### config.mk
export PLATFORM = sky130hd
export DESIGN_NAME = der_tlv_parser_top
export DESIGN_NICKNAME = d
export VERILOG_FILES = /design/src/dtlv_pkg.sv /design/src/dtlv_core.sv /design/src/der_tlv_parser_top.sv
export SDC_FILE = /design/constraint.sdc
export NUM_CORES = 1
export LEC_CHECK = 0
export BUFFER_PORTS_ARGS = -buffer_cell sky130_fd_sc_hd__buf_4
export CORE_ASPECT_RATIO = 1.4
export CORE_MARGIN = 8
export CORE_UTILIZATION = 45
export CTS_CLUSTER_DIAMETER = 120
export DETAILED_ROUTE_END_ITERATION = 10
export GPL_TIMING_DRIVEN = 0
export PLACE_DENSITY = 0.65
export SLEW_MARGIN = 20
export SYNTH_ARGS = -nofsm -noshare
export SYNTH_HDL_FRONTEND = slang
export SYNTH_SLANG_ARGS = --single-unit
### constraint.sdc
create_clock -name clk -period 21.7 [get_ports clk]
set_input_delay 3.255 -clock clk [delete_from_list [all_inputs] [get_ports clk]]
set_output_delay 3.255 -clock clk [all_outputs]
set_load 0.05 [all_outputs]
### src/dtlv_pkg.sv
// types and codes for the der tlv parser
package dtlv_pkg;

    localparam logic [1:0] PH_TAG  = 2'd0;
    localparam logic [1:0] PH_LEN  = 2'd1;
    localparam logic [1:0] PH_LONG = 2'd2;
    localparam logic [1:0] PH_VAL  = 2'd3;

    localparam logic [1:0] KIND_HEADER = 2'd0;
    localparam logic [1:0] KIND_VALUE  = 2'd1;
    localparam logic [1:0] KIND_ERROR  = 2'd2;

    localparam logic [1:0] ERR_NONE      = 2'd0;
    localparam logic [1:0] ERR_TRUNC_LEN = 2'd1;
    localparam logic [1:0] ERR_TRUNC_VAL = 2'd2;
    localparam logic [1:0] ERR_TOO_LARGE = 2'd3;

    localparam logic [7:0] LONG_FORM_BIT = 8'h80;
    localparam logic [7:0] COUNT_MASK    = 8'h7F;

    typedef struct packed {
        logic [7:0] in_byte;
        logic       last_in_buffer;
    } in_t;

    typedef struct packed {
        logic [31:0] value_index;
        logic [7:0]  value_byte;
        logic [31:0] length;
        logic [7:0]  tag;
        logic        element_done;
        logic [1:0]  error_code;
        logic [1:0]  kind;
    } res_t;

endpackage

### src/dtlv_core.sv
// parse state and per-byte next-state logic of the der tlv parser
module dtlv_core
    import dtlv_pkg::*;
#(
    parameter int LEN_BYTES = 4
)
(
    input  logic clk,
    input  logic rst_n,
    input  logic fire,
    input  in_t  item,
    output logic emit,
    output res_t res
);

    localparam int CW = $clog2(LEN_BYTES + 1);

    logic [1:0]    phase_reg,  phase_next;
    logic [7:0]    tag_reg,    tag_next;
    logic [CW-1:0] left_reg,   left_next;
    logic [31:0]   accum_reg,  accum_next;
    logic [31:0]   remain_reg, remain_next;
    logic [31:0]   offset_reg, offset_next;

    logic [6:0]    count;
    logic [CW-1:0] left_dec;
    logic          do_hdr;
    logic [7:0]    b;
    logic          last;

    assign b     = item.in_byte;
    assign last  = item.last_in_buffer;
    assign count = 7'(b & COUNT_MASK);
    assign left_dec = left_reg - CW'(1);

    always_comb
    begin
        phase_next  = phase_reg;
        tag_next    = tag_reg;
        left_next   = left_reg;
        accum_next  = accum_reg;
        remain_next = remain_reg;
        offset_next = offset_reg;
        do_hdr      = 1'b0;
        emit        = 1'b0;
        res         = '0;

        unique case (phase_reg)
            PH_TAG:
            begin
                tag_next   = b;
                accum_next = '0;
                if (last)
                begin
                    emit           = 1'b1;
                    res.kind       = KIND_ERROR;
                    res.error_code = ERR_TRUNC_LEN;
                    phase_next     = PH_TAG;
                end
                else
                begin
                    phase_next = PH_LEN;
                end
            end
            PH_LEN:
            begin
                if ((b & LONG_FORM_BIT) == 8'h00)
                begin
                    accum_next = {24'h0, b};
                    do_hdr     = 1'b1;
                end
                else if (count > 7'(LEN_BYTES))
                begin
                    emit           = 1'b1;
                    res.kind       = KIND_ERROR;
                    res.error_code = ERR_TOO_LARGE;
                    phase_next     = PH_TAG;
                end
                else
                begin
                    accum_next = '0;
                    if (count == 7'd0)
                    begin
                        do_hdr = 1'b1;
                    end
                    else if (last)
                    begin
                        emit           = 1'b1;
                        res.kind       = KIND_ERROR;
                        res.error_code = ERR_TRUNC_LEN;
                        phase_next     = PH_TAG;
                    end
                    else
                    begin
                        left_next  = count[CW-1:0];
                        phase_next = PH_LONG;
                    end
                end
            end
            PH_LONG:
            begin
                // big-endian length bytes, only the low 32 bits are kept
                accum_next = {accum_reg[23:0], b};
                left_next  = left_dec;
                if (left_dec == '0)
                begin
                    do_hdr = 1'b1;
                end
                else if (last)
                begin
                    emit           = 1'b1;
                    res.kind       = KIND_ERROR;
                    res.error_code = ERR_TRUNC_LEN;
                    phase_next     = PH_TAG;
                end
            end
            PH_VAL:
            begin
                remain_next     = remain_reg - 32'd1;
                offset_next     = offset_reg + 32'd1;
                emit            = 1'b1;
                res.kind        = KIND_VALUE;
                res.length      = accum_reg;
                res.value_byte  = b;
                res.value_index = offset_reg;
                if (remain_next == 32'd0)
                begin
                    res.element_done = 1'b1;
                    phase_next       = PH_TAG;
                end
                else if (last)
                begin
                    res.error_code = ERR_TRUNC_VAL;
                    phase_next     = PH_TAG;
                end
            end
            default:
            begin
                phase_next = PH_TAG;
            end
        endcase

        if (do_hdr)
        begin
            remain_next = accum_next;
            offset_next = '0;
            emit        = 1'b1;
            res.kind    = KIND_HEADER;
            if (accum_next == 32'd0)
            begin
                res.element_done = 1'b1;
                phase_next       = PH_TAG;
            end
            else
            begin
                res.length = accum_next;
                if (last)
                begin
                    res.error_code = ERR_TRUNC_VAL;
                    phase_next     = PH_TAG;
                end
                else
                begin
                    phase_next = PH_VAL;
                end
            end
        end

        res.tag = tag_next;
    end

    always_ff @(posedge clk or negedge rst_n)
    begin
        if (!rst_n)
        begin
            phase_reg  <= PH_TAG;
            tag_reg    <= '0;
            left_reg   <= '0;
            accum_reg  <= '0;
            remain_reg <= '0;
            offset_reg <= '0;
        end
        else if (fire)
        begin
            phase_reg  <= phase_next;
            tag_reg    <= tag_next;
            left_reg   <= left_next;
            accum_reg  <= accum_next;
            remain_reg <= remain_next;
            offset_reg <= offset_next;
        end
    end

endmodule

### src/der_tlv_parser_top.sv
// Streaming DER tag-length-value parser, one encoded byte per transaction on
// the slave side. Each byte is latched in an input register, runs through the
// phase logic once, and any result lands in an output register backed by a
// one-entry skid stage. One byte is taken every cycle while results drain;
// a result goes from the input register to the output register, or to the
// skid entry while the output is held. Tag and length bytes give no result
// except on errors; a header result comes with the last length byte and each
// value byte gives one result. After an error the next byte is read as a new tag.
module der_tlv_parser_top
    import dtlv_pkg::*;
#(
    parameter int LEN_BYTES = 4
)
(
    input  logic        clk,
    input  logic        rst_n,
    input  logic        s_axis_tvalid,
    output logic        s_axis_tready,
    input  logic [7:0]  s_axis_tdata,   // in_byte
    input  logic        s_axis_tlast,   // last_in_buffer
    output logic        m_axis_tvalid,
    input  logic        m_axis_tready,
    output logic [79:0] m_axis_tdata,   // tag, length, value_byte, value_index
    output logic        m_axis_tlast,   // element_done
    output logic [3:0]  m_axis_tuser    // kind, error_code
);

    logic in_valid_reg;
    in_t  in_reg;
    logic fire;
    logic emit;
    res_t res;

    logic out_valid_reg;
    res_t out_reg;
    logic skid_valid_reg;
    res_t skid_reg;

    assign fire          = in_valid_reg && !skid_valid_reg;
    assign s_axis_tready = !in_valid_reg || fire;

    always_ff @(posedge clk or negedge rst_n)
    begin
        if (!rst_n)
        begin
            in_valid_reg <= 1'b0;
        end
        else if (s_axis_tready)
        begin
            in_valid_reg <= s_axis_tvalid;
        end
    end

    always_ff @(posedge clk)
    begin
        if (s_axis_tready && s_axis_tvalid)
        begin
            in_reg.in_byte        <= s_axis_tdata;
            in_reg.last_in_buffer <= s_axis_tlast;
        end
    end

    dtlv_core #(
        .LEN_BYTES (LEN_BYTES)
    ) u_core (
        .clk   (clk),
        .rst_n (rst_n),
        .fire  (fire),
        .item  (in_reg),
        .emit  (emit),
        .res   (res)
    );

    // output register with skid entry, a push only happens while the skid is empty
    always_ff @(posedge clk or negedge rst_n)
    begin
        if (!rst_n)
        begin
            out_valid_reg  <= 1'b0;
            skid_valid_reg <= 1'b0;
        end
        else if (!out_valid_reg || m_axis_tready)
        begin
            if (skid_valid_reg)
            begin
                out_valid_reg  <= 1'b1;
                skid_valid_reg <= 1'b0;
            end
            else
            begin
                out_valid_reg <= fire && emit;
            end
        end
        else if (fire && emit)
        begin
            skid_valid_reg <= 1'b1;
        end
    end

    always_ff @(posedge clk)
    begin
        if (!out_valid_reg || m_axis_tready)
        begin
            if (skid_valid_reg)
            begin
                out_reg <= skid_reg;
            end
            else if (fire && emit)
            begin
                out_reg <= res;
            end
        end
        else if (fire && emit)
        begin
            skid_reg <= res;
        end
    end

    assign m_axis_tvalid = out_valid_reg;
    assign m_axis_tdata  = {out_reg.value_index, out_reg.value_byte,
                            out_reg.length, out_reg.tag};
    assign m_axis_tlast  = out_reg.element_done;
    assign m_axis_tuser  = {out_reg.error_code, out_reg.kind};

endmodule

# == Yosys cells after proc, flatten, opt, wreduce, memory -nomap -nowiden ==
# Cells that the tools add are included.
# classes
addsub,3
order_cmp,1
eq_ne,10
muxes,59
bitwise,1
n_reduce_logical,23
# op_table
cell,count
32-bit 2-to-1 mux,8
85-bit 2-to-1 mux,2
32-bit one-hot mux with 3 select lines,1
72-bit 2-to-1 mux,1
32-bit zero test,2
32-bit by 1-bit adder with 32-bit output (second input constant),1
32-bit by 1-bit subtractor with 32-bit output (second input constant),1
2-bit 2-to-1 mux,14
3-bit 2-to-1 mux,6
1-bit 2-to-1 mux,17
4-bit one-hot mux with 4 select lines,1
4-bit 2-to-1 mux,3
8-bit zero test,1
8-bit 2-to-1 mux,1
2-bit != test (second input constant),4
2-bit one-hot mux with 4 select lines,1
2-bit nonzero test,4
7-bit by 3-bit > comparator with 1-bit output (second input constant),1
7-bit zero test,1
3-bit by 2-bit != test with 1-bit output (second input constant),2
3-bit one-hot mux with 2 select lines,1
2-bit AND reduction,3
6-bit AND reduction,1
5-bit 2-to-1 mux,1
13 further kinds,19
# totals
reg_bits,291
inputBits,13
out_inout_bits,87
wordCells,122

# == Depth between registers and ports, before layout ==
# logic_depth
depth_word,10
depth_mapped,14
mapped_depth_nobuf,10

# == Hierarchy ==
# A second synthesis with hierarchy kept.
# unflattened
hier_cells,1211
hier_area_um2,14031.0
# by_module_without_submodules
module,n_inst,cells_each,area_each_um2,seq_area_each_um2
dtlv_core,1,923,7419.6,2727.6
der_tlv_parser_top,1,288,6611.3,5450.2

# == Least setup slack after synthesis ==
# No wires, ideal clock.
# synth_timing
path_kind,input to register
from,in m_axis_tready
to,"reg skid_reg[0] (netlist name), enable pin"
setup_time_ps,682
t_arrival_ps,9923
required_ps,21018
setup_slack_ps,11096
path_stages,2
n_path_buf,0
cell_sequence,nand2b_1 -> a311oi_1
# synth_between
elab_chain_len,3
# synth_lines
item,line,text
"start, declared",der_tlv_parser_top.sv:22,"input logic m_axis_tready,"
1-bit logical OR,der_tlv_parser_top.sv:102,if (!out_valid_reg || m_axis_tready)
1-bit NOT (no line),n/a,
2-bit AND reduction (no line),n/a,
"end signal, assigned",der_tlv_parser_top.sv:115,skid_reg <= res;
"end, declared",der_tlv_parser_top.sv:37,res_t skid_reg;
# No other way between the ends.
# A chain may end at the register's enable or synchronous reset.

# == Worst setup path in the final report ==
# layout_timing
from,in m_axis_tready
to,"reg skid_reg[31] (netlist name), enable pin"
# The elaborated chain is that of the path after synthesis.

==> run_results.csv <==
group,metric,value,unit
synth,yosys_warnings,0,
synth,synth-edff-count,179,
synth,synth_area_per_cell,11.3,sq um
min_path,hold_depth,2,
pwr,vdd.ir_drop.worst,0.0000468,V
floorplan,die_h,224,um
synth,syn_nets,1252,
timing,setup_viol,0,
cells_and_area,largest_reg_flops,85,
timing,rsz0062_at_grt,"false",
clocking,clk_pin_slew,0.06,ns
pwr,p_leak,6.35,nW
place,place_congestion,0.949,
setup_path,timing.rr.end,"m_axis_tdata[37]",
min_path,hold_class,"reg -> reg",
status,status,"finished, final reports clean",
timing,max_clock_freq,215,MHz
detailed_routing,via_per_inst,5.88,
setup_path,arrival,4.90,ns
timing,slew_headroom,0.419,
synth,syn_area,13900,sq um
clocking,cts_resized,0,
floorplan,initial_core_util,0.455,
detailed_routing,ant_nets,0,
timing,finalMaxSlewViolations,0,
timing,hold_violations,0,
synth,ys_seq_elements,291,
synth,synth_top_flop_cell,"edfxtp_1",
clocking,clk_latency,0.55,ns
floorplan,dieArea,36900,sq um
cells_and_area,area_growth,16.6,%
synth,synth_largest_area_cell,"edfxtp_1",
clocking,cts_buffer_depth,3,
floorplan,core,30600,sq um
floorplan,io_pins,100,
synth,seq_area_frac_synth,0.587,
clocking,cts_hold_buf,0,
run,maxCapViolations,0,
cells_and_area,register_area,8180,sq um
cells_and_area,multi_input_area,5360,sq um
setup_path,worst_ep_required_time,21.94,ns
floorplan,die_x,165,um
detailed_routing,wl_per_cell,22.7,um
timing,fin_crit,4.65,ns
synth,postSynth.asyncResetShare,0.385,
detailed_routing,drcViolationCount,0,
clocking,cts_buffers,27,
detailed_routing,firstDrtPassIters,7,
grt,grt_max_degree,60,
synth,synth.most_common_cell,"edfxtp_1",
clocking,cts_sinks,291,
cells_and_area,antenna_cells,0,
setup_path,timing_worst_setup_path_type,"in -> reg",
setup_path,cp-start-kind,"input port",
setup_path,path_max_fanout,15,
cells_and_area,drive_above_1_share,0.194,
detailed_routing,drt_wl_total,40400,um
grt,grt_pass1_vias,10398,
timing,skew,0.0170,ns
place,place_hpwl,30400,um
cells_and_area,fillers,2733,
place,placed_area,15300,sq um
min_path,worstHoldStart,"u_core.tag_reg[6]",
synth,synthTopCellsByArea,"edfxtp_1 39%, dfrtp_1 20%, mux2_2 7.4%",
clocking,cts_root_buffer,"clkbuf_16",
synth,netlist_instances,1229,
clocking,postCtsSetupRepairBufs,0,
grt,overflow,0,
cells_and_area,stdcell_area,16200,sq um
synth,synth_top_area_share,0.386,
cells_and_area,nNetsFinal,1390,
timing,finalCritPeriodShare,0.215,
timing,worst_pin_slew,0.872,ns
setup_path,timing.reg2reg.setup_slack,17.42,ns
floorplan,rows,76,
setup_path,r2r_cells,13,
timing,tns,0,ns
detailed_routing,drtIter0Drc,808,
grt,grt_first_pass_wirelength,61300,um
pwr,power_density,114,nW/um^2
min_path,hold-path-endpoint,"u_core.tag_reg[6]",
clocking,cts.htree.levels,1,
grt,grt_usage,0.215,
place,io_buffers,99,
synth,synth_common_cells,"179 x edfxtp_1, 154 x nand2_1, 112 x dfrtp_1, 91 x mux2_2, 91 x o21ai_0",
detailed_routing,num_vias,10457,
setup_path,reg2reg_from,"u_core.phase_reg[0]",
grt,antenna_found_initial,0,
synth,yosysUniqueCellTypes,72,
clocking,cts_tree,"built",
setup_path,cp-end-kind,"register",
[routing by layer]
metal | GRT usage | vias up | share of wire
met5 | 0 | - | 0
met4 | 0.0997 | 0 | 0.043
met3 | 0.0265 | 110 | 0.049
met2 | 0.380 | 375 | 0.51
met1 | 0.256 | 5168 | 0.39
li1 | - | 4804 | -
[stage by stage]
stage | setup slack (ns) | hold WS (ns) | total power [mW] | cells | util
6_report | 17.05 | 0.469 | 1.85 | 1778 | 0.530
5_1_grt | 16.96 | 0.499 | 1.93 | 1778 | 0.530
4_1_cts | 17.03 | 0.475 | 1.86 | 1778 | 0.530
3_5_place_dp | 16.47 | 0.458 | 1.37 | 1728 | 0.501
3_3_place_gp | 7.59 | 0.457 | 1.37 | 1718 | 0.495
2_1_floorplan | 11.10 | 0.442 | 1.18 | 1229 | -
[kinds of logic after synthesis]
logic type                 count (synthesis)  synth area share
AOI/OAI and AO/OA                        278             0.124
xor gates and xnor gates                  32            0.0201
adders and majority gates                 10           0.00898
buffers and inverters                    103            0.0294
DFF                                      291             0.587
muxes                                     99            0.0793
and+or+nand+nor                          416             0.151
[cells in the final DEF (no fill, tap or decap), drive strengths merged, types with 23 or more instances in the layout]
| cell type | count |
|---|---|
| nor2 | 63 |
| edfxtp | 179 |
| a22o | 25 |
| nor4 | 24 |
| and2 | 53 |
| xnor2 | 24 |
| nor3 | 23 |
| buf | 123 |
| a21oi | 66 |
| mux2 | 91 |
| dfrtp | 112 |
| nand2 | 154 |
| o21ai | 108 |
| clkbuf | 93 |
| inv | 32 |
[layout make-up]
type | count | area share
Clock inverter | 16 | 0.0106
Buffer | 73 | 0.0183
Clock buffer | 34 | 0.0444
Sequential cell | 291 | 0.503
Inverter | 30 | 0.00693
Multi-Input combinational cell | 835 | 0.330
Timing Repair Buffer | 109 | 0.0560
Tap cell | 390 | 0.0300
[worst max-delay path, cell delays in order]
cell      delay, ns
buf_4          0.11
nand2b_1       0.23
a311oi_4       0.81
buf_6          0.27
buf_6          0.21
[worst max-delay path by stage]
stage | from | to | slack (ns) | cells past startpoint
final | m_axis_tready | skid_reg[31] | 17.05 | 5
after floorplan | m_axis_tready | skid_reg[0] | 11.10 | 2
after global placement | m_axis_tready | skid_reg[29] | 7.59 | 3
after detailed placement | m_axis_tready | skid_reg[26] | 16.47 | 5
after CTS | m_axis_tready | skid_reg[31] | 17.03 | 5
after global routing | m_axis_tready | skid_reg[31] | 16.96 | 5
[power by group]
| part | switching, mW | total [mW] | internal, mW |
|---|---|---|---|
| clock | 0.211 | 0.484 | 0.273 |
| sequential | 0.0633 | 0.764 | 0.701 |
| combinational | 0.415 | 0.601 | 0.187 |
Note: power is estimated with default switching activity, not from simulation.
